`src/sv/pgcp_pkg.sv`:
```
// Package for the pose gated contour projection block.
// Holds widths, payload types, reset constants and the rounding helpers.
// No dependencies.
package pgcp_pkg;

  localparam int COORD_W    = 32;
  localparam int COORD_FRAC = 16;
  localparam int QUAT_W     = 16;
  localparam int QUAT_FRAC  = QUAT_W - 2;
  localparam int ROT_W      = QUAT_W + 2;
  localparam int THR_W      = 31;
  localparam int QPROD_W    = 2 * QUAT_W;
  localparam int ENT_W      = QPROD_W + 4;
  localparam int PROD_W     = COORD_W + ROT_W;
  localparam int ACC_W      = PROD_W + 2;
  localparam int GSQ_W      = 2 * THR_W;
  localparam int GSUM_W     = GSQ_W + 2;
  localparam int FIFO_DEPTH = 4;
  localparam int FIFO_AW    = $clog2(FIFO_DEPTH);

  typedef logic signed [COORD_W-1:0] coord_t;
  typedef logic signed [QUAT_W-1:0]  quat_t;
  typedef logic signed [ROT_W-1:0]   rot_t;
  typedef logic        [THR_W-1:0]   thr_t;
  typedef logic signed [QPROD_W-1:0] qprod_t;
  typedef logic signed [ENT_W-1:0]   ent_t;

  localparam thr_t   THR_RESET = thr_t'(52429);
  localparam coord_t POS_RESET = coord_t'(5000 * (1 << COORD_FRAC));
  localparam ent_t   ENT_ONE   = ent_t'(1) <<< (2 * QUAT_FRAC);

  typedef struct packed {
    coord_t x;
    coord_t y;
    logic   last;
  } pt_t;

  typedef struct packed {
    rot_t   [5:0] rot;
    coord_t [2:0] trans;
  } xform_t;

  function automatic rot_t rot_round(input ent_t full);
    ent_t r;
    ent_t hi;
    ent_t lo;
    r  = (full + (ent_t'(1) <<< (QUAT_FRAC - 1))) >>> QUAT_FRAC;
    hi = (ent_t'(1) <<< (ROT_W - 1)) - ent_t'(1);
    lo = -hi - ent_t'(1);
    if (r > hi) begin
      return rot_t'(hi);
    end else if (r < lo) begin
      return rot_t'(lo);
    end
    return rot_t'(r);
  endfunction

  function automatic coord_t sat_coord(input logic signed [ACC_W-1:0] v);
    logic signed [ACC_W-1:0] hi;
    logic signed [ACC_W-1:0] lo;
    hi = (ACC_W'(1) <<< (COORD_W - 1)) - ACC_W'(1);
    lo = -hi - ACC_W'(1);
    if (v > hi) begin
      return coord_t'(hi);
    end else if (v < lo) begin
      return coord_t'(lo);
    end
    return coord_t'(v);
  endfunction

endpackage

```
`src/sv/pgcp_fifo.sv`:
```
// Small point queue between the gating front end and the projection back end.
// Depends on pgcp_pkg.
module pgcp_fifo import pgcp_pkg::*; (
  input  logic clk,
  input  logic rst_n,
  input  logic push,
  input  pt_t  push_data,
  input  logic pop,
  output pt_t  head,
  output logic full,
  output logic empty
);

  pt_t                mem_r [FIFO_DEPTH];
  logic [FIFO_AW-1:0] wr_ptr_r;
  logic [FIFO_AW-1:0] rd_ptr_r;
  logic [FIFO_AW:0]   count_r;

  assign full  = (count_r == (FIFO_AW+1)'(FIFO_DEPTH));
  assign empty = (count_r == '0);
  assign head  = mem_r[rd_ptr_r];

  always_ff @(posedge clk) begin
    if (!rst_n) begin
      wr_ptr_r <= '0;
      rd_ptr_r <= '0;
      count_r  <= '0;
    end else begin
      if (push) begin
        mem_r[wr_ptr_r] <= push_data;
        wr_ptr_r        <= wr_ptr_r + FIFO_AW'(1);
      end
      if (pop) begin
        rd_ptr_r <= rd_ptr_r + FIFO_AW'(1);
      end
      if (push && !pop) begin
        count_r <= count_r + (FIFO_AW+1)'(1);
      end else if (pop && !push) begin
        count_r <= count_r - (FIFO_AW+1)'(1);
      end
    end
  end

endmodule

```
`config.mk`:
```
export PLATFORM = sky130hd
export DESIGN_NAME = pgcp_fifo
export DESIGN_NICKNAME = d
export VERILOG_FILES = /design/src/sv/pgcp_pkg.sv /design/src/sv/pgcp_fifo.sv
export SDC_FILE = /design/constraint.sdc
export NUM_CORES = 1
export LEC_CHECK = 0
export ABC_AREA = 1
export BUFFER_PORTS_ARGS = -buffer_cell sky130_fd_sc_hd__buf_4
export CORE_MARGIN = 2
export CORE_UTILIZATION = 37
export DETAILED_ROUTE_END_ITERATION = 10
export PLACE_DENSITY = 0.64
export SETUP_SLACK_MARGIN = 0.1
export SYNTH_ARGS = -nofsm -noshare
export SYNTH_HDL_FRONTEND = slang
export SYNTH_SLANG_ARGS = --single-unit
```
`constraint.sdc`:
```
create_clock -name clk -period 4.8 [get_ports clk]
set_clock_uncertainty 0.05 [all_clocks]
set_input_delay 0.48 -clock clk [delete_from_list [all_inputs] [get_ports clk]]
set_output_delay 0.48 -clock clk [all_outputs]
set_load 0.02 [all_outputs]
```
==> run_results.csv <==
group,metric,value,unit
outcome,status,"finished clean",
cts,cts_setup_buffers,0,
cts,cts.sinks,269,
sta,layout_setup_ws,1.35,ns
critical_path,cp-end-kind,"output port",
critical_path,crit_fanout,100,
sta,min_period,3.45,ns
detailed_routing,viasPerCell,4.88,
grt,antenna_found_initial,1,
placement,io_buffers,135,
cts,postCtsResizedCells,0,
placement,globalplace.congestion,0.687,
worst_hold_path,hold_path.class,"in -> reg",
synthesis,synthCells,688,
flow_run,drv_cap,0,
pwr,leakage,4.33,nW
sta,timing.slew.headroom,0.269,
synthesis,synth_edf_count,260,
cts,numCtsBuffers,28,
cells_and_area,multi_input_area,0.00208,mm²
cells_and_area,nFillCells,2447,
critical_path,crit_arrival,2.92,ns
die,placement_rows,61,
die,die_w,172,µm
grt,overflow,0,
grt,grt_pass1_vias,5889,
placement,dp_cells,1168,
placement,hpwl,11.9,mm
synthesis,ys_types,24,
cts,cts_hold_buf,0,
cts,insertion_delay,0.53,ns
sta,slew_viol_final,0,
cells_and_area,syn_to_final_growth,21.8,%
grt,grt_usage,0.143,
die,die_h,172,µm
detailed_routing,wirelength,21.4,mm
detailed_routing,ant_nets,0,
sta,timing.hold.ws,0.0941,ns
cells_and_area,final_cell_area,0.0127,mm²
die,pin_count,136,
cells_and_area,num-nets-final,895,
cells_and_area,utilization,0.457,
grt,grt_pass1_wl,32.4,mm
cts,clk_pin_slew,0.06,ns
detailed_routing,drtIter0Drc,426,
sta,hold_viol_final,0,
synthesis,synth_nets,763,
die,floorplan.initialDensity,0.375,
critical_path,critical_path_class,"reg -> out",
die,dieArea,0.0295,mm²
grt,grt_max_degree,101,
placement,place_area,0.0117,mm²
synthesis,ys_seq_area_frac,0.768,
sta,finalCritPeriodShare,0.718,
synthesis,synth-main-ff-cell,"edfxtp_1",
detailed_routing,drc,0,
pwr,power_density,427,mW/mm²
sta,setup-tns-final,0,ns
synthesis,ys_warn_count,0,
sta,max_freq,0.290,GHz
sta,tightest_slew,1.09,ns
cts,root_buffer,"clkbuf_16",
pwr,worst_ir_drop_vdd,0.197,mV
cells_and_area,seqCellArea,0.00799,mm²
critical_path,required,4.27,ns
detailed_routing,vias,5959,
sta,rsz0062_at_grt,"false",
cells_and_area,final_cells,1220,
detailed_routing,drt_pass1_iterations,4,
die,core_area,0.0277,mm²
synthesis,ys_seq_elements,269,
placement,dp_slack,1.84,ns
synthesis,syn_area,0.0104,mm²
synthesis,async_flop_share,0,
cts,clockBufferDepth,3,
cts,cts_tree,"yes",
cells_and_area,drive_gt1_frac,0.283,
sta,setup_viol,0,
pwr,power.total,5.41,mW
cts,h-tree-depth,1,
detailed_routing,routedWlPerCell,17.6,µm
synthesis,syn_avg_cell_area,15.1,µm²
critical_path,startpoint_type,"register",
## layer usage
| layer | share of wire | track usage | up-vias | wire length, µm |
|---|---|---|---|---|
| met5 | 0 | 0 | - | 0 |
| met4 | 0.018 | 0.0387 | 0 | 384 |
| met3 | 0.056 | 0.0297 | 27 | 1200 |
| met2 | 0.49 | 0.250 | 117 | 10600 |
| met1 | 0.43 | 0.180 | 2969 | 9260 |
| li1 | - | - | 2846 | - |
## power by group
| part | switching [mW] | total [mW] | internal [mW] | leakage (nW) |
|---|---|---|---|---|
| combinational | 0.338 | 0.542 | 0.204 | 1.44 |
| clock | 0.850 | 2.19 | 1.34 | 0.458 |
| sequential | 0.0291 | 2.67 | 2.64 | 2.44 |
## flip-flops by register name, indices dropped and copies added, names as in the netlist, named ones only
name	count
wr_ptr_r	2
count_r	3
rd_ptr_r	2
mem_r	260
## critical path, stage by stage (launching register included)
cell and delay [ns]:
dfxtp_4 0.55, inv_6 0.75, buf_4 0.53, o21ai_0 0.18
o22ai_2 0.13, buf_4 0.16
## cell families (layout without fill, tap and decap cells)
| kind of cell | count (synthesis) | in the layout | synth area share |
|---|---|---|---|
| other cells | 0 | 1 | 0 |
| buf+inv | 59 | 212 | 0.0348 |
| flops | 269 | 269 | 0.768 |
| fa+ha+maj | 6 | 6 | 0.00794 |
| compound gates | 205 | 205 | 0.120 |
| simple gates | 149 | 149 | 0.0688 |
## area by class of cell
| cell class | instances | area share |
|---|---|---|
| Multi-Input combinational cell | 360 | 0.164 |
| Timing Repair Buffer | 144 | 0.0873 |
| Antenna cell | 1 | 0.000198 |
| Tap cell | 378 | 0.0373 |
| Sequential cell | 269 | 0.631 |
| Clock buffer | 37 | 0.0612 |
| Clock inverter | 14 | 0.0134 |
| Inverter | 17 | 0.00543 |
## layout by cell type (no fill, tap or decap), types with 15 or more instances in the layout
| cell type | n |
|---|---|
| o21ai_1 | 35 |
| o22ai_1 | 45 |
| clkbuf_16 | 29 |
| o22ai_2 | 20 |
| edfxtp_1 | 260 |
| nor2_1 | 115 |
| o21ai_0 | 96 |
| nor2_4 | 24 |
| inv_1 | 15 |
| buf_4 | 142 |
## final timing paths
kind | slack, ns | start | end | cells after the start
max | 1.35 | register | head[58] | 5
min | 0.09 | push_data[59] | mem_r[1][59]$_DFFE_PP_ | 1
max reg2reg | 2.58 | wr_ptr_r[0]$_SDFFE_PN0P_ | mem_r[2][47]$_DFFE_PP_ | 5
min reg2reg | 0.37 | rd_ptr_r[1]$_SDFFE_PN0P_ | register | 1
## Yosys cell counts, types with 2 or more instances
master    number  area [µm²]
a21oi_1        4        20.0
buf_12         3        60.1
buf_2         12        60.1
buf_6          9         101
clkbuf_1      17        63.8
dfxtp_1        9         180
edfxtp_1     260        7810
ha_1           5        62.6
inv_1         15        56.3
nand2_1        6        22.5
nor2_1       119         447
nor2_4        20         225
nor3_1         2        10.0
o21ai_0       96         480
o21ai_1       35         175
o21ai_2        5        43.8
o22ai_1       45         282
o22ai_2       20         250
(Power assumes the default switching activity.)
