File: config.mk
export PLATFORM = sky130hd
export DESIGN_NAME = pgcp_back_flat
export DESIGN_NICKNAME = d
export VERILOG_FILES = /design/src/sv/pgcp_pkg.sv /design/src/sv/pgcp_out_if.sv /design/src/sv/pgcp_back.sv /design/src/flat_wrapper.sv
export SDC_FILE = /design/constraint.sdc
export NUM_CORES = 2
export LEC_CHECK = 0
export BUFFER_PORTS_ARGS = -buffer_cell sky130_fd_sc_hd__buf_2
export CAP_MARGIN = 20
export CORE_UTILIZATION = 25
export CTS_CLUSTER_SIZE = 16
export DETAILED_ROUTE_END_ITERATION = 8
export GPL_TIMING_DRIVEN = 0
export HOLD_SLACK_MARGIN = 0.02
export SETUP_SLACK_MARGIN = 0.05
export SLEW_MARGIN = 10
export SYNTH_ARGS = -nofsm -noshare
export SYNTH_HDL_FRONTEND = slang
export SYNTH_SLANG_ARGS = --single-unit
File: constraint.sdc
create_clock -name clk -period 8.2 [get_ports clk]
set_clock_uncertainty 0.1 [all_clocks]
set_input_delay 1.64 -clock clk [delete_from_list [all_inputs] [get_ports clk]]
set_output_delay 1.64 -clock clk [all_outputs]
set_load 0.05 [all_outputs]
File: src/sv/pgcp_pkg.sv
// Package for the pose gated contour projection block.
// Holds widths, payload types, reset constants and the rounding helpers.
// No dependencies.
package pgcp_pkg;

  localparam int COORD_W    = 32;
  localparam int COORD_FRAC = 16;
  localparam int QUAT_W     = 16;
  localparam int QUAT_FRAC  = QUAT_W - 2;
  localparam int ROT_W      = QUAT_W + 2;
  localparam int THR_W      = 31;
  localparam int QPROD_W    = 2 * QUAT_W;
  localparam int ENT_W      = QPROD_W + 4;
  localparam int PROD_W     = COORD_W + ROT_W;
  localparam int ACC_W      = PROD_W + 2;
  localparam int GSQ_W      = 2 * THR_W;
  localparam int GSUM_W     = GSQ_W + 2;
  localparam int FIFO_DEPTH = 4;
  localparam int FIFO_AW    = $clog2(FIFO_DEPTH);

  typedef logic signed [COORD_W-1:0] coord_t;
  typedef logic signed [QUAT_W-1:0]  quat_t;
  typedef logic signed [ROT_W-1:0]   rot_t;
  typedef logic        [THR_W-1:0]   thr_t;
  typedef logic signed [QPROD_W-1:0] qprod_t;
  typedef logic signed [ENT_W-1:0]   ent_t;

  localparam thr_t   THR_RESET = thr_t'(52429);
  localparam coord_t POS_RESET = coord_t'(5000 * (1 << COORD_FRAC));
  localparam ent_t   ENT_ONE   = ent_t'(1) <<< (2 * QUAT_FRAC);

  typedef struct packed {
    coord_t x;
    coord_t y;
    logic   last;
  } pt_t;

  typedef struct packed {
    rot_t   [5:0] rot;
    coord_t [2:0] trans;
  } xform_t;

  function automatic rot_t rot_round(input ent_t full);
    ent_t r;
    ent_t hi;
    ent_t lo;
    r  = (full + (ent_t'(1) <<< (QUAT_FRAC - 1))) >>> QUAT_FRAC;
    hi = (ent_t'(1) <<< (ROT_W - 1)) - ent_t'(1);
    lo = -hi - ent_t'(1);
    if (r > hi) begin
      return rot_t'(hi);
    end else if (r < lo) begin
      return rot_t'(lo);
    end
    return rot_t'(r);
  endfunction

  function automatic coord_t sat_coord(input logic signed [ACC_W-1:0] v);
    logic signed [ACC_W-1:0] hi;
    logic signed [ACC_W-1:0] lo;
    hi = (ACC_W'(1) <<< (COORD_W - 1)) - ACC_W'(1);
    lo = -hi - ACC_W'(1);
    if (v > hi) begin
      return coord_t'(hi);
    end else if (v < lo) begin
      return coord_t'(lo);
    end
    return coord_t'(v);
  endfunction

endpackage

File: src/sv/pgcp_out_if.sv
// Result channel of the contour projection block: one projected world point.
// Depends on pgcp_pkg.
interface pgcp_out_if import pgcp_pkg::*; ();
  logic   valid;
  logic   ready;
  coord_t world_x;
  coord_t world_y;
  coord_t world_z;
  logic   frame_end;

  modport source (output valid, world_x, world_y, world_z, frame_end, input ready);
  modport sink (input valid, world_x, world_y, world_z, frame_end, output ready);
endinterface

File: src/sv/pgcp_back.sv
// Back end: rotates, translates queued points on two shared multipliers, one axis per
// cycle unless out_ch stalls; an output register holds results. Depends on pgcp_pkg.
module pgcp_back import pgcp_pkg::*; (
  input  logic   clk,
  input  logic   rst_n,
  input  pt_t    head,
  input  logic   fifo_empty,
  output logic   pop,
  input  xform_t xform,
  output logic   busy,
  pgcp_out_if.source out_ch
);

  logic                     busy_r;
  logic [1:0]               step_r;
  coord_t                   x_r, y_r;
  logic                     last_r;
  logic signed [PROD_W-1:0] pa_r, pb_r;
  coord_t                   res0_r, res1_r;
  logic                     out_valid_r;
  coord_t                   out_x_r, out_y_r, out_z_r;
  logic                     out_last_r;

  rot_t                     ra, rb;
  coord_t                   tr;
  logic signed [ACC_W-1:0]  acc_sum;
  coord_t                   proj;
  logic                     slot_free;
  logic                     fin;

  assign busy              = busy_r;
  assign out_ch.valid      = out_valid_r;
  assign out_ch.world_x    = out_x_r;
  assign out_ch.world_y    = out_y_r;
  assign out_ch.world_z    = out_z_r;
  assign out_ch.frame_end  = out_last_r;

  assign slot_free = !out_valid_r || out_ch.ready;
  assign fin       = busy_r && (step_r == 2'd3) && slot_free;
  assign pop       = !fifo_empty && (!busy_r || fin);

  always_comb begin
    case (step_r)
      2'd0: begin ra = xform.rot[0]; rb = xform.rot[3]; end
      2'd1: begin ra = xform.rot[1]; rb = xform.rot[4]; end
      2'd2: begin ra = xform.rot[2]; rb = xform.rot[5]; end
      default: begin ra = '0; rb = '0; end
    endcase
    case (step_r)
      2'd1: tr = xform.trans[0];
      2'd2: tr = xform.trans[1];
      2'd3: tr = xform.trans[2];
      default: tr = '0;
    endcase
    acc_sum = (ACC_W'(pa_r) + ACC_W'(pb_r) + (ACC_W'(1) <<< (QUAT_FRAC - 1))) >>> QUAT_FRAC;
    proj    = sat_coord(acc_sum + ACC_W'(tr));
  end

  always_ff @(posedge clk) begin
    if (!rst_n) begin
      busy_r      <= 1'b0;
      step_r      <= '0;
      out_valid_r <= 1'b0;
    end else begin
      if (busy_r && step_r != 2'd3) begin
        pa_r <= PROD_W'(x_r) * PROD_W'(ra);
        pb_r <= PROD_W'(y_r) * PROD_W'(rb);
      end
      if (busy_r && step_r == 2'd1) begin
        res0_r <= proj;
      end
      if (busy_r && step_r == 2'd2) begin
        res1_r <= proj;
      end
      if (pop) begin
        x_r    <= head.x;
        y_r    <= head.y;
        last_r <= head.last;
        step_r <= '0;
        busy_r <= 1'b1;
      end else if (fin) begin
        busy_r <= 1'b0;
      end else if (busy_r && step_r != 2'd3) begin
        step_r <= step_r + 2'd1;
      end
      if (fin) begin
        out_valid_r <= 1'b1;
        out_x_r     <= res0_r;
        out_y_r     <= res1_r;
        out_z_r     <= proj;
        out_last_r  <= last_r;
      end else if (out_ch.ready) begin
        out_valid_r <= 1'b0;
      end
    end
  end

endmodule
File: src/flat_wrapper.sv
// flat-port wrapper written by rule: the top's interface ports become plain ports
module pgcp_back_flat import pgcp_pkg::*;
  (clk, rst_n, head, fifo_empty, pop, xform, busy, out_ch_valid, out_ch_world_x, out_ch_world_y, out_ch_world_z, out_ch_frame_end, out_ch_ready);
  pgcp_out_if out_ch_i ();
  input  logic clk;
  input  logic rst_n;
  input  pt_t head;
  input  logic fifo_empty;
  output logic pop;
  input  xform_t xform;
  output logic busy;
  output wire logic [$bits(out_ch_i.valid)-1:0] out_ch_valid;
  output wire logic [$bits(out_ch_i.world_x)-1:0] out_ch_world_x;
  output wire logic [$bits(out_ch_i.world_y)-1:0] out_ch_world_y;
  output wire logic [$bits(out_ch_i.world_z)-1:0] out_ch_world_z;
  output wire logic [$bits(out_ch_i.frame_end)-1:0] out_ch_frame_end;
  input wire logic [$bits(out_ch_i.ready)-1:0] out_ch_ready;
  assign out_ch_valid = out_ch_i.valid;
  assign out_ch_world_x = out_ch_i.world_x;
  assign out_ch_world_y = out_ch_i.world_y;
  assign out_ch_world_z = out_ch_i.world_z;
  assign out_ch_frame_end = out_ch_i.frame_end;
  assign out_ch_i.ready = out_ch_ready;
  pgcp_back u_core (.clk(clk), .rst_n(rst_n), .head(head), .fifo_empty(fifo_empty), .pop(pop), .xform(xform), .busy(busy), .out_ch(out_ch_i));
endmodule
==> flow_metrics.py <==
metrics = {
    "die": {
        "die_area_sq_um": 224000,
        "die_x_microns": 474,
        "core.rowCount": 172,
        "ioPinCount": 373,
        "core_sq_um": 220000,
        "start_util_pct": 25.2,
        "die_h_microns": 474,
    },
    "synth": {
        "yosys.area.top_type": "fa_1",
        "yosys_register_bits": 330,
        "yosysSeqAreaShare_pct": 17.7,
        "ys_warn_count": 0,
        "synth_area_sq_um": 55600,
        "synthCells": 5726,
        "ys_types": 86,
        "synth_flop_cell": "edfxtp_1",
        "synth_top_cells_by_area": "fa_1, edfxtp_1, inv_1",
        "syn-num-nets": 7489,
        "synth_edf_count": 326,
        "synthArstFlopShare_pct": 0,
        "syn_area_per_cell_sq_um": 9.71,
        "synth_top_area_share_pct": 39.8,
    },
    "placed_design": {
        "dp_cells": 9082,
        "io_buffer_count": 372,
        "post-dp-hpwl_microns": 154000,
        "place_congestion": 0.937,
    },
    "flow_run": {
        "drv_cap": 0,
    },
    "global_routing": {
        "grt.overflow.total": 0,
        "antenna_found_initial": 25,
        "grt_max_degree": 68,
        "first_global_vias": 44200,
        "grt_pass1_wl_microns": 273000,
        "grtUsageTotal_pct": 16.3,
    },
    "sta": {
        "rsz0062_at_grt": "yes",
        "finalHoldViolCount": 0,
        "setup_violations": 20,
        "worst_slack_ns": -0.222,
        "period_needed_ns": 8.42,
        "relSlewSlack_pct": 35.0,
        "fmax_mhz": 119,
        "tightest_slew_ns": 0.964,
        "post-route-period-util_pct": 103,
        "slew_violations": 0,
    },
    "setup_path": {
        "crit_arrival_ns": 8.71,
        "cp_slowest_cell": "a222oi_1",
        "crit_required_ns": 8.49,
        "start_kind": "input port",
        "worst_path_dominant_cell_family": "adder cells",
        "cp-end-kind": "register",
        "cpMostUsedCell": "fa_1",
        "critPathBufInv": 5,
        "worst-path-max-fanout": 10,
        "crit_type": "input port to register",
        "worst_path_largest_cell_delay_ns": 0.76,
    },
    "routing": {
        "drc": 0,
        "viasPerCell": 4.53,
        "drtIter0Drc": 3201,
        "wirelength_microns": 184000,
        "drtAntennaViolNets": 0,
        "detail_route.wl_per_cell_microns": 19.8,
        "drtPass1Iterations": 8,
        "num_vias": 42000,
    },
    "final_layout": {
        "syn2layout_area_growth_pct": 18.2,
        "stdcell_count": 9274,
        "finish.utilization_pct": 29.8,
        "num-nets-final": 8053,
        "layout-drive-gt1-share_pct": 16.3,
    },
    "cts": {
        "clockBufferDepth": 3,
        "h-tree-depth": 2,
        "cts_buffers": 39,
        "tritoncts": "built",
        "clock_latency_ns": 0.65,
        "cts-root-buf": "clkbuf_16",
        "clk_pin_slew_ns": 0.06,
        "clock_sinks": 330,
    },
    "run_status": {
        "status": "finished with violations",
        "violations": "negative setup slack",
    },
    "hold_path": {
        "min_path_type": "register to register",
    },
}
## final timing paths
kind	startpoint	to	slack, ns	cells past startpoint
setup / recovery	xform[129]	u_core.pa_r[48]	-0.22	26
hold / removal	u_core.res1_r[8]	u_core.out_ch.world_y[8]	0.31	0
setup reg to reg	u_core.step_r[0]	u_core.pa_r[48]	-0.19	27
hold reg to reg	u_core.res1_r[8]	u_core.out_ch.world_y[8]	0.31	0
## metal layers
metal | global-route usage [%] | part of all wire, % | vias to the layer above
li1 | - | - | 18600
met1 | 19.9 | 39 | 21400
met2 | 27.1 | 47 | 1618
met4 | 9.67 | 7.0 | 24
met3 | 2.39 | 7.0 | 354
met5 | 0 | 0.078 | -
## layout by cell type, fill, tap and decap left out, drive strengths merged, types with 5 or more instances in the layout
| cell type | count |
|---|---|
| o21a | 13 |
| o31ai | 9 |
| a211oi | 18 |
| buf | 620 |
| a221o | 6 |
| a31oi | 9 |
| clkbuf | 212 |
| xnor2 | 114 |
| nand3 | 26 |
| clkinv | 9 |
| nor2 | 202 |
| o21bai | 21 |
| nor3 | 23 |
| a21oi | 138 |
| nand2b | 19 |
| or3 | 19 |
| a41oi | 7 |
| a221oi | 6 |
| a21o | 110 |
| o211ai | 10 |
| xor2 | 50 |
| nor4 | 5 |
| nor2b | 24 |
| nand2 | 847 |
| a31o | 8 |
| ha | 383 |
| o21ai | 91 |
| and4 | 5 |
| a21boi | 6 |
| and2 | 323 |
| fa | 1107 |
| and3 | 18 |
| a222oi | 68 |
| or2 | 9 |
| nand4 | 20 |
| inv | 1373 |
| edfxtp | 326 |
## Yosys cell counts (50+ instances only)
cell type and number:
a21o_1 108, a21oi_1 137, a222oi_1 68, and2_1 322, clkbuf_1 209, edfxtp_1 326
fa_1 1107, ha_1 383, inv_1 1369, nand2_1 847, nor2_1 201, o21ai_0 57
xnor2_1 113, xor2_1 50
## stage by stage
stage / hold slack [ns] / setup slack (ns) / setup TNS, ns / instance area, sq um
2_1_floorplan: 0.300 / 0.0309 / 0 / 55700
3_3_place_gp: 0.302 / -4.03 / -313.05 / 61200
3_5_place_dp: 0.305 / -2.20 / -80.21 / 61700
4_1_cts: 0.311 / -0.140 / -0.463 / 64900
5_1_grt: 0.321 / -0.340 / -4.62 / 65800
6_report: 0.310 / -0.222 / -2.27 / 65800
## what timing repair did
action	in CTS	in global routing
gates cloned	2	0
setup endpoints to repair	65	135
pin swaps	113	153
setup buffers	83	57
gates resized for setup	400	182
hold buffers	0	0
## flip-flops by register name, indices dropped and copies added, names as in the netlist
name,count
u_core.out_ch.valid,1
u_core.out_ch.frame_end,1
u_core.step_r,2
u_core.last_r,1
u_core.pb_r,50
u_core.busy,1
u_core.x_r,32
u_core.out_ch.world_z,32
u_core.pa_r,50
u_core.out_ch.world_y,32
u_core.y_r,32
u_core.out_ch.world_x,32
u_core.res1_r,32
u_core.res0_r,32
## cell families (layout without fill, tap and decap cells)
group,after synthesis,count (layout),synth area share (%)
AO/OA/AOI/OAI,558,558,7.36
XOR/XNOR,164,164,2.60
adder cells (fa/ha/maj),1490,1490,48.5
buffers and inverters,1633,2219,11.1
flip-flops,330,330,17.7
multiplexers,3,3,0.0562
other,0,4,0
AND/OR/NAND/NOR,1548,1548,12.7
## cell type report
cell class	count	area, sq um
Antenna cell	4	10.0
Clock buffer	45	1040
Buffer	248	1450
Sequential cell	330	9870
Tap cell	2958	3700
Timing Repair Buffer	539	3480
Fill cell	23000	155000
Inverter	1369	5140
Clock inverter	18	156
Multi-Input combinational cell	3763	40900
Power is left out: the tool's default activity adds up to more than one toggle a clock period on the data nets, which glitch-free logic cannot reach.
