**config.mk**
```make
export PLATFORM = sky130hd
export DESIGN_NAME = pgcp_front_flat
export DESIGN_NICKNAME = d
export VERILOG_FILES = /design/src/sv/pgcp_pkg.sv /design/src/sv/pgcp_in_if.sv /design/src/sv/pgcp_front.sv /design/src/flat_wrapper.sv
export SDC_FILE = /design/constraint.sdc
export NUM_CORES = 2
export LEC_CHECK = 0
export BUFFER_PORTS_ARGS = -buffer_cell sky130_fd_sc_hd__buf_2
export CORE_MARGIN = 10
export CORE_UTILIZATION = 35
export DETAILED_ROUTE_END_ITERATION = 6
export PLACE_DENSITY_LB_ADDON = 0.2
export SLEW_MARGIN = 20
export SYNTH_ARGS = -nofsm -noshare
export SYNTH_HDL_FRONTEND = slang
export SYNTH_SLANG_ARGS = --single-unit
export TNS_END_PERCENT = 5
```
**constraint.sdc**
```tcl
create_clock -name clk -period 18.2 [get_ports clk]
set_clock_uncertainty 0.1 [all_clocks]
set_input_delay 2.73 -clock clk [delete_from_list [all_inputs] [get_ports clk]]
set_output_delay 2.73 -clock clk [all_outputs]
set_load 0.05 [all_outputs]
```
**src/sv/pgcp_pkg.sv**
```systemverilog
// Package for the pose gated contour projection block.
// Holds widths, payload types, reset constants and the rounding helpers.
// No dependencies.
package pgcp_pkg;

  localparam int COORD_W    = 32;
  localparam int COORD_FRAC = 16;
  localparam int QUAT_W     = 16;
  localparam int QUAT_FRAC  = QUAT_W - 2;
  localparam int ROT_W      = QUAT_W + 2;
  localparam int THR_W      = 31;
  localparam int QPROD_W    = 2 * QUAT_W;
  localparam int ENT_W      = QPROD_W + 4;
  localparam int PROD_W     = COORD_W + ROT_W;
  localparam int ACC_W      = PROD_W + 2;
  localparam int GSQ_W      = 2 * THR_W;
  localparam int GSUM_W     = GSQ_W + 2;
  localparam int FIFO_DEPTH = 4;
  localparam int FIFO_AW    = $clog2(FIFO_DEPTH);

  typedef logic signed [COORD_W-1:0] coord_t;
  typedef logic signed [QUAT_W-1:0]  quat_t;
  typedef logic signed [ROT_W-1:0]   rot_t;
  typedef logic        [THR_W-1:0]   thr_t;
  typedef logic signed [QPROD_W-1:0] qprod_t;
  typedef logic signed [ENT_W-1:0]   ent_t;

  localparam thr_t   THR_RESET = thr_t'(52429);
  localparam coord_t POS_RESET = coord_t'(5000 * (1 << COORD_FRAC));
  localparam ent_t   ENT_ONE   = ent_t'(1) <<< (2 * QUAT_FRAC);

  typedef struct packed {
    coord_t x;
    coord_t y;
    logic   last;
  } pt_t;

  typedef struct packed {
    rot_t   [5:0] rot;
    coord_t [2:0] trans;
  } xform_t;

  function automatic rot_t rot_round(input ent_t full);
    ent_t r;
    ent_t hi;
    ent_t lo;
    r  = (full + (ent_t'(1) <<< (QUAT_FRAC - 1))) >>> QUAT_FRAC;
    hi = (ent_t'(1) <<< (ROT_W - 1)) - ent_t'(1);
    lo = -hi - ent_t'(1);
    if (r > hi) begin
      return rot_t'(hi);
    end else if (r < lo) begin
      return rot_t'(lo);
    end
    return rot_t'(r);
  endfunction

  function automatic coord_t sat_coord(input logic signed [ACC_W-1:0] v);
    logic signed [ACC_W-1:0] hi;
    logic signed [ACC_W-1:0] lo;
    hi = (ACC_W'(1) <<< (COORD_W - 1)) - ACC_W'(1);
    lo = -hi - ACC_W'(1);
    if (v > hi) begin
      return coord_t'(hi);
    end else if (v < lo) begin
      return coord_t'(lo);
    end
    return coord_t'(v);
  endfunction

endpackage

```
**src/sv/pgcp_in_if.sv**
```systemverilog
// Input channel of the contour projection block: one contour point with pose.
// Depends on pgcp_pkg.
interface pgcp_in_if import pgcp_pkg::*; ();
  logic   valid;
  logic   ready;
  coord_t point_x;
  coord_t point_y;
  coord_t pos_x;
  coord_t pos_y;
  coord_t pos_z;
  quat_t  quat_w;
  quat_t  quat_x;
  quat_t  quat_y;
  quat_t  quat_z;
  logic   first_of_frame;
  logic   last_of_frame;

  modport source (output valid, point_x, point_y, pos_x, pos_y, pos_z, quat_w, quat_x,
                  quat_y, quat_z, first_of_frame, last_of_frame, input ready);
  modport sink (input valid, point_x, point_y, pos_x, pos_y, pos_z, quat_w, quat_x,
                quat_y, quat_z, first_of_frame, last_of_frame, output ready);
endinterface

```
**src/sv/pgcp_front.sv**
```systemverilog
// Front end: accepts points, runs the movement gate on the first point of a frame,
// builds the rotation entries and queues points of accepted frames. Depends on pgcp_pkg.
module pgcp_front import pgcp_pkg::*; (
  input  logic   clk,
  input  logic   rst_n,
  pgcp_in_if.sink in_ch,
  input  logic   cfg_we,
  input  thr_t   cfg_wdata,
  input  logic   fifo_full,
  input  logic   fifo_empty,
  input  logic   back_busy,
  output logic   push,
  output pt_t    push_data,
  output xform_t xform
);

  typedef enum logic [1:0] {F_IDLE, F_CALC, F_WAIT} fstate_t;

  fstate_t             state_r;
  logic [3:0]          cnt_r;
  thr_t                thr_r;
  logic                frame_acc_r;
  logic                far_r;
  coord_t              lpos_r [3];
  coord_t              pos_r [3];
  quat_t               qw_r, qx_r, qy_r, qz_r;
  pt_t                 pt_r;
  logic [GSQ_W-1:0]    gprod_r;
  logic [GSUM_W-1:0]   gsum_r;
  qprod_t              rp_r [9];
  xform_t              xform_r;

  logic                acc;
  logic                drained;
  coord_t              dp, dl;
  logic signed [COORD_W:0] d;
  logic [COORD_W:0]    ad;
  logic                over;
  logic                in_gate;
  logic [THR_W-1:0]    op;
  quat_t               qa, qb;
  rot_t                ent [6];

  assign in_ch.ready = (state_r == F_IDLE) && !fifo_full;
  assign acc         = in_ch.valid && in_ch.ready;
  assign drained     = fifo_empty && !back_busy;
  assign xform       = xform_r;

  always_comb begin
    push      = 1'b0;
    push_data = '{x: in_ch.point_x, y: in_ch.point_y, last: in_ch.last_of_frame};
    if (state_r == F_WAIT) begin
      push      = drained;
      push_data = pt_r;
    end else if (state_r == F_IDLE) begin
      push = acc && !in_ch.first_of_frame && frame_acc_r;
    end
  end

  always_comb begin
    case (cnt_r)
      4'd0: begin dp = pos_r[0]; dl = lpos_r[0]; end
      4'd1: begin dp = pos_r[1]; dl = lpos_r[1]; end
      4'd2: begin dp = pos_r[2]; dl = lpos_r[2]; end
      default: begin dp = '0; dl = '0; end
    endcase
    d       = (COORD_W+1)'(dp) - (COORD_W+1)'(dl);
    ad      = d[COORD_W] ? (COORD_W+1)'(-d) : (COORD_W+1)'(d);
    over    = ad > {2'b00, thr_r};
    in_gate = cnt_r < 4'd3;
    if (in_gate) begin
      op = over ? '0 : ad[THR_W-1:0];
    end else if (cnt_r == 4'd3) begin
      op = thr_r;
    end else begin
      op = '0;
    end
  end

  // product order: yy zz xy zw xz yw xx yz xw
  always_comb begin
    case (cnt_r)
      4'd0: begin qa = qy_r; qb = qy_r; end
      4'd1: begin qa = qz_r; qb = qz_r; end
      4'd2: begin qa = qx_r; qb = qy_r; end
      4'd3: begin qa = qz_r; qb = qw_r; end
      4'd4: begin qa = qx_r; qb = qz_r; end
      4'd5: begin qa = qy_r; qb = qw_r; end
      4'd6: begin qa = qx_r; qb = qx_r; end
      4'd7: begin qa = qy_r; qb = qz_r; end
      4'd8: begin qa = qx_r; qb = qw_r; end
      default: begin qa = '0; qb = '0; end
    endcase
  end

  always_comb begin
    ent[0] = rot_round(ENT_ONE - ent_t'(2) * (ent_t'(rp_r[0]) + ent_t'(rp_r[1])));
    ent[1] = rot_round(ent_t'(2) * (ent_t'(rp_r[2]) + ent_t'(rp_r[3])));
    ent[2] = rot_round(ent_t'(2) * (ent_t'(rp_r[4]) - ent_t'(rp_r[5])));
    ent[3] = rot_round(ent_t'(2) * (ent_t'(rp_r[2]) - ent_t'(rp_r[3])));
    ent[4] = rot_round(ENT_ONE - ent_t'(2) * (ent_t'(rp_r[6]) + ent_t'(rp_r[1])));
    ent[5] = rot_round(ent_t'(2) * (ent_t'(rp_r[7]) + ent_t'(rp_r[8])));
  end

  always_ff @(posedge clk) begin
    if (!rst_n) begin
      state_r     <= F_IDLE;
      cnt_r       <= '0;
      thr_r       <= THR_RESET;
      frame_acc_r <= 1'b0;
      for (int i = 0; i < 3; i++) begin
        lpos_r[i] <= POS_RESET;
      end
    end else begin
      if (cfg_we) begin
        thr_r <= cfg_wdata;
      end
      case (state_r)
        F_IDLE: begin
          if (acc) begin
            if (in_ch.first_of_frame) begin
              pos_r[0] <= in_ch.pos_x;
              pos_r[1] <= in_ch.pos_y;
              pos_r[2] <= in_ch.pos_z;
              qw_r     <= in_ch.quat_w;
              qx_r     <= in_ch.quat_x;
              qy_r     <= in_ch.quat_y;
              qz_r     <= in_ch.quat_z;
              pt_r     <= '{x: in_ch.point_x, y: in_ch.point_y, last: in_ch.last_of_frame};
              far_r    <= 1'b0;
              gsum_r   <= '0;
              cnt_r    <= '0;
              state_r  <= F_CALC;
            end else if (in_ch.last_of_frame) begin
              frame_acc_r <= 1'b0;
            end
          end
        end
        F_CALC: begin
          gprod_r <= GSQ_W'(op) * GSQ_W'(op);
          if (in_gate && over) begin
            far_r <= 1'b1;
          end
          if (cnt_r >= 4'd1 && cnt_r <= 4'd3) begin
            gsum_r <= gsum_r + GSUM_W'(gprod_r);
          end
          if (cnt_r == 4'd4 && gsum_r > GSUM_W'(gprod_r)) begin
            far_r <= 1'b1;
          end
          if (cnt_r < 4'd9) begin
            rp_r[cnt_r] <= QPROD_W'(qa) * QPROD_W'(qb);
            cnt_r       <= cnt_r + 4'd1;
          end else if (far_r) begin
            state_r <= F_WAIT;
          end else begin
            frame_acc_r <= 1'b0;
            state_r     <= F_IDLE;
          end
        end
        F_WAIT: begin
          if (drained) begin
            for (int i = 0; i < 6; i++) begin
              xform_r.rot[i] <= ent[i];
            end
            for (int i = 0; i < 3; i++) begin
              xform_r.trans[i] <= pos_r[i];
              lpos_r[i]        <= pos_r[i];
            end
            frame_acc_r <= !pt_r.last;
            state_r     <= F_IDLE;
          end
        end
        default: state_r <= F_IDLE;
      endcase
    end
  end

endmodule

```
**src/flat_wrapper.sv**
```systemverilog
// flat-port wrapper written by rule: the top's interface ports become plain ports
module pgcp_front_flat import pgcp_pkg::*;
  (clk, rst_n, cfg_we, cfg_wdata, fifo_full, fifo_empty, back_busy, push, push_data, xform, in_ch_valid, in_ch_point_x, in_ch_point_y, in_ch_pos_x, in_ch_pos_y, in_ch_pos_z, in_ch_quat_w, in_ch_quat_x, in_ch_quat_y, in_ch_quat_z, in_ch_first_of_frame, in_ch_last_of_frame, in_ch_ready);
  pgcp_in_if in_ch_i ();
  input  logic clk;
  input  logic rst_n;
  input  logic cfg_we;
  input  thr_t cfg_wdata;
  input  logic fifo_full;
  input  logic fifo_empty;
  input  logic back_busy;
  output logic push;
  output pt_t push_data;
  output xform_t xform;
  input wire logic [$bits(in_ch_i.valid)-1:0] in_ch_valid;
  input wire logic [$bits(in_ch_i.point_x)-1:0] in_ch_point_x;
  input wire logic [$bits(in_ch_i.point_y)-1:0] in_ch_point_y;
  input wire logic [$bits(in_ch_i.pos_x)-1:0] in_ch_pos_x;
  input wire logic [$bits(in_ch_i.pos_y)-1:0] in_ch_pos_y;
  input wire logic [$bits(in_ch_i.pos_z)-1:0] in_ch_pos_z;
  input wire logic [$bits(in_ch_i.quat_w)-1:0] in_ch_quat_w;
  input wire logic [$bits(in_ch_i.quat_x)-1:0] in_ch_quat_x;
  input wire logic [$bits(in_ch_i.quat_y)-1:0] in_ch_quat_y;
  input wire logic [$bits(in_ch_i.quat_z)-1:0] in_ch_quat_z;
  input wire logic [$bits(in_ch_i.first_of_frame)-1:0] in_ch_first_of_frame;
  input wire logic [$bits(in_ch_i.last_of_frame)-1:0] in_ch_last_of_frame;
  output wire logic [$bits(in_ch_i.ready)-1:0] in_ch_ready;
  assign in_ch_i.valid = in_ch_valid;
  assign in_ch_i.point_x = in_ch_point_x;
  assign in_ch_i.point_y = in_ch_point_y;
  assign in_ch_i.pos_x = in_ch_pos_x;
  assign in_ch_i.pos_y = in_ch_pos_y;
  assign in_ch_i.pos_z = in_ch_pos_z;
  assign in_ch_i.quat_w = in_ch_quat_w;
  assign in_ch_i.quat_x = in_ch_quat_x;
  assign in_ch_i.quat_y = in_ch_quat_y;
  assign in_ch_i.quat_z = in_ch_quat_z;
  assign in_ch_i.first_of_frame = in_ch_first_of_frame;
  assign in_ch_i.last_of_frame = in_ch_last_of_frame;
  assign in_ch_ready = in_ch_i.ready;
  pgcp_front u_core (.clk(clk), .rst_n(rst_n), .in_ch(in_ch_i), .cfg_we(cfg_we), .cfg_wdata(cfg_wdata), .fifo_full(fifo_full), .fifo_empty(fifo_empty), .back_busy(back_busy), .push(push), .push_data(push_data), .xform(xform));
endmodule
```
==> impl_results.rst <==
.. list-table::
   :header-rows: 1

   * - Metric
     - Value
   * - Period utilization
     - 94.5%
   * - Root cell of the clock tree
     - clkbuf_16
   * - Gate count of the mapped netlist
     - 8742
   * - Worst min-delay path category
     - flip-flop to flip-flop
   * - Critical path startpoint
     - u_core.cnt_r[0]$_SDFFE_PN0P_
   * - Via total after detailed routing
     - 65900
   * - Via-per-instance ratio
     - 5.17
   * - Clock-pin slew on the worst setup and hold paths
     - 0.07 ns
   * - RSZ-0062 raised after global routing
     - no
   * - Post-detailed-placement half-perimeter wirelength
     - 232000 um
   * - Area overhead of the layout relative to synthesis
     - 12.3%
   * - Count of flip-flops with a built-in enable after synthesis
     - 939
   * - CTS HTree Levels
     - 3
   * - Post-layout net count
     - 11300
   * - Final wirelength
     - 291000 um
   * - Fraction of the yosys area taken by sequential cells
     - 32.2%
   * - DRC viols
     - 0
   * - Number of antenna violations at the first check in global routing
     - 48
   * - Row cnt
     - 185
   * - Dominant register cell in the synthesized netlist
     - edfxtp_1
   * - Core ar.
     - 0.255 sq mm
   * - Layout cell share with drive strength beyond 1
     - 11.3%
   * - Overflow left after global routing
     - 0
   * - Arrival time of data at the critical path endpoint
     - 17.61 ns
   * - Number of filler cells placed in the layout
     - 25200
   * - Met2 Usage GRT
     - 33.9%
   * - Critical R2R Launch
     - u_core.cnt_r[0]$_SDFFE_PN0P_
   * - Launch instance of the worst min-delay path
     - u_core.pos_r[0][57]$_DFFE_PP_
   * - Final period demand of the worst path
     - 17.21 ns
   * - First-pass GRT wire length
     - 438000 um
   * - Outcome
     - complete, no violations
   * - Worst reg2reg path endpoint
     - u_core.gprod_r[58]$_DFFE_PP_
   * - Maximum buffer depth of the clock tree
     - 3
   * - Sort of element at the end of the critical path
     - flip-flop
   * - Accumulated negative setup slack
     - 0 ns
   * - Max stage delay on crit path
     - 0.57 ns
   * - Pin count of the biggest net entering global routing
     - 118
   * - Flop and latch count out of synthesis
     - 977
   * - Mean cell area of the mapped netlist
     - 10.3 sq um
   * - Mapped Nets
     - 10700
   * - Fmax achieved
     - 58.1 MHz
   * - Number of input and output port buffers inserted
     - 534
   * - Met1 Use GR
     - 27.0%
   * - Most frequent cells in the layout
     - inv_1 (1475), fa_1 (1019), edfxtp_1 (939), nand2_1 (763), nor2_1 (732)
   * - Worst hold slack
     - 0.385 ns
   * - Critical path capture point
     - u_core.gprod_r[58]$_DFFE_PP_
   * - Total of max-cap violations
     - 0
   * - Crit path kind
     - flip-flop to flip-flop
   * - Count of final max-slew check failures
     - 0
   * - Asr flop ratio synth
     - 0%
   * - TritonRoute pass-1 iters
     - 7
   * - Insertion delay to the later sink of the worst-skew pair
     - 0.78 ns
   * - Remaining antenna violation count after routing
     - 0
   * - Critical-path cell with the highest stage delay
     - and2_2
   * - Most repeated library cell on the critical path
     - fa_1
   * - Cell depth of the worst flop-to-flop path
     - 61
   * - Starting DRC count in detailed routing
     - 5080
   * - Number of global-route vias before repair
     - 68700
   * - Met3 usage
     - 3.86%
   * - Buffers inserted during post-CTS setup optimization
     - 0
   * - IO Pins
     - 535
   * - Highest net fanout along the worst path
     - 26
   * - Die X-Extent
     - 527 um
   * - Floorplan die height
     - 527 um
   * - Worst rel slew slack
     - 21.1%
   * - CTS tree
     - done
   * - Clock buffers created by TritonCTS
     - 111
   * - Initial standard-cell utilization of the core
     - 35.3%
   * - Busiest metal layer after global routing
     - met2
   * - Gpl congestion
     - 0.938
   * - Final setup violation count
     - 0
   * - Routed wire per std cell
     - 22.8 um
   * - TritonCTS Sinks
     - 977
   * - Most common cell after layout, fill and taps aside
     - inv_1
   * - Cell area after synthesis
     - 0.0899 sq mm
   * - Hold Vio Cnt, Final
     - 0
   * - Data required time at the worst endpoint
     - 18.60 ns
   * - Warnings, synthesis
     - 0
   * - Slew of the pin with the lowest slew margin
     - 1.18 ns
   * - Worst-case register-to-register setup slack
     - 0.99 ns
   * - Unique cell type count in the Yosys netlist
     - 107
   * - Crit start category
     - flip-flop
   * - Die area
     - 0.277 sq mm
   * - GRT Resource Usage Total
     - 20.6%
-- metrics by stage --
stage | instances | cell area, sq um | util, % | worst slack, ns
global placement | 12500 | 97100 | 38.1 | 1.40
finish | 12700 | 101000 | 39.6 | 0.992
detailed placement | 12500 | 97200 | 38.1 | 1.02
floorplan | 8742 | 89900 | - | 3.62
CTS | 12700 | 101000 | 39.6 | 0.919
global route | 12700 | 101000 | 39.6 | 0.0191
-- repair_timing --
item                       4_1_cts  5_1_grt
hold buffers                     0        0
gates resized for setup          0        2
setup endpoints to repair        0        2
-- flip-flops by register name, indices dropped and copies added, names as in the netlist --
register	count
u_core.pos_r	96
u_core.qz_r	16
u_core.thr_r	31
u_core.lpos_r	96
u_core.far_r	1
u_core.frame_acc_r	1
u_core.qw_r	16
u_core.cnt_r	4
u_core.rp_r	288
u_core.gprod_r	61
u_core.qx_r	16
u_core.gsum_r	64
u_core.state_r	2
u_core.pt_r	65
u_core.qy_r	16
u_core.xform	204
-- worst min-delay path by stage --
stage	end	slack [ns]	cells after the start
after floorplan	u_core.xform[19]$_DFFE_PP_	0.34	0
after global placement	u_core.xform[42]$_DFFE_PP_	0.38	0
after detailed placement	u_core.xform[27]$_DFFE_PP_	0.38	0
after CTS	u_core.xform[56]$_DFFE_PP_	0.39	0
after global routing	u_core.xform[56]$_DFFE_PP_	0.39	0
final	u_core.xform[57]$_DFFE_PP_	0.39	0
-- cells by family after synthesis --
logic type                 Yosys count  share of synthesized area (%)
DFF                                977                           32.2
xor gates and xnor gates           398                           3.89
AOI/OAI and AO/OA                 1450                           10.6
adders and majority gates         1743                           32.8
muxes                              111                           1.34
buffers and inverters             1747                           7.33
and+or+nand+nor                   2316                           11.9
-- critical path, delay by kind of cell, from the launching register on --
family | cells | cell delay (ns)
compound gates | 24 | 5.99
xor+xnor | 1 | 0.14
fa+ha+maj | 12 | 5.38
buf+inv | 8 | 1.28
flops | 1 | 0.38
simple gates | 16 | 3.60
-- routing by layer --
metal / vias up / part of all wire, %
met5: - / 0.017
met2: 2179 / 46
met3: 527 / 6.9
met4: 8 / 4.2
li1: 30200 / -
met1: 33000 / 43
-- final cells by class --
type | count | area, sq um | area share (%)
clock buffers | 128 | 2860 | 2.84
clock inverters | 74 | 830 | 0.822
repair buffers | 684 | 3840 | 3.80
diodes | 15 | 37.5 | 0.0372
well taps | 3366 | 4210 | 4.17
inverters | 1486 | 5580 | 5.53
flip-flops and latches | 977 | 29000 | 28.7
multi-input cells | 6018 | 54600 | 54.1
-- Yosys cell counts, drive strengths merged (30+ instances only) --
library cell	count	share of area, %
inv	1479	6.2
fa	1019	23
edfxtp	939	31
nand2	765	3.2
nor2	748	3.1
ha	724	10
a21oi	448	2.5
xnor2	267	2.6
o21ai	263	1.5
clkbuf	218	0.91
a21o	144	1.2
and2	134	0.93
xor2	130	1.3
nor3	109	0.61
nand2b	100	0.70
nand3	96	0.53
nor2b	77	0.54
mux2	72	0.90
o21bai	62	0.52
o21a	60	0.50
a22oi	55	0.46
nand4	54	0.38
or3	54	0.38
and3	49	0.34
o211ai	48	0.41
a31oi	47	0.33
buf	43	0.21
mux2i	39	0.43
dfxtp	38	0.85
nor4	37	0.28
a211oi	34	0.30
a22o	34	0.33
o31ai	30	0.26
Power is not shown: default switching activity piles up to over one toggle a cycle in this logic, so the estimate is an artifact.
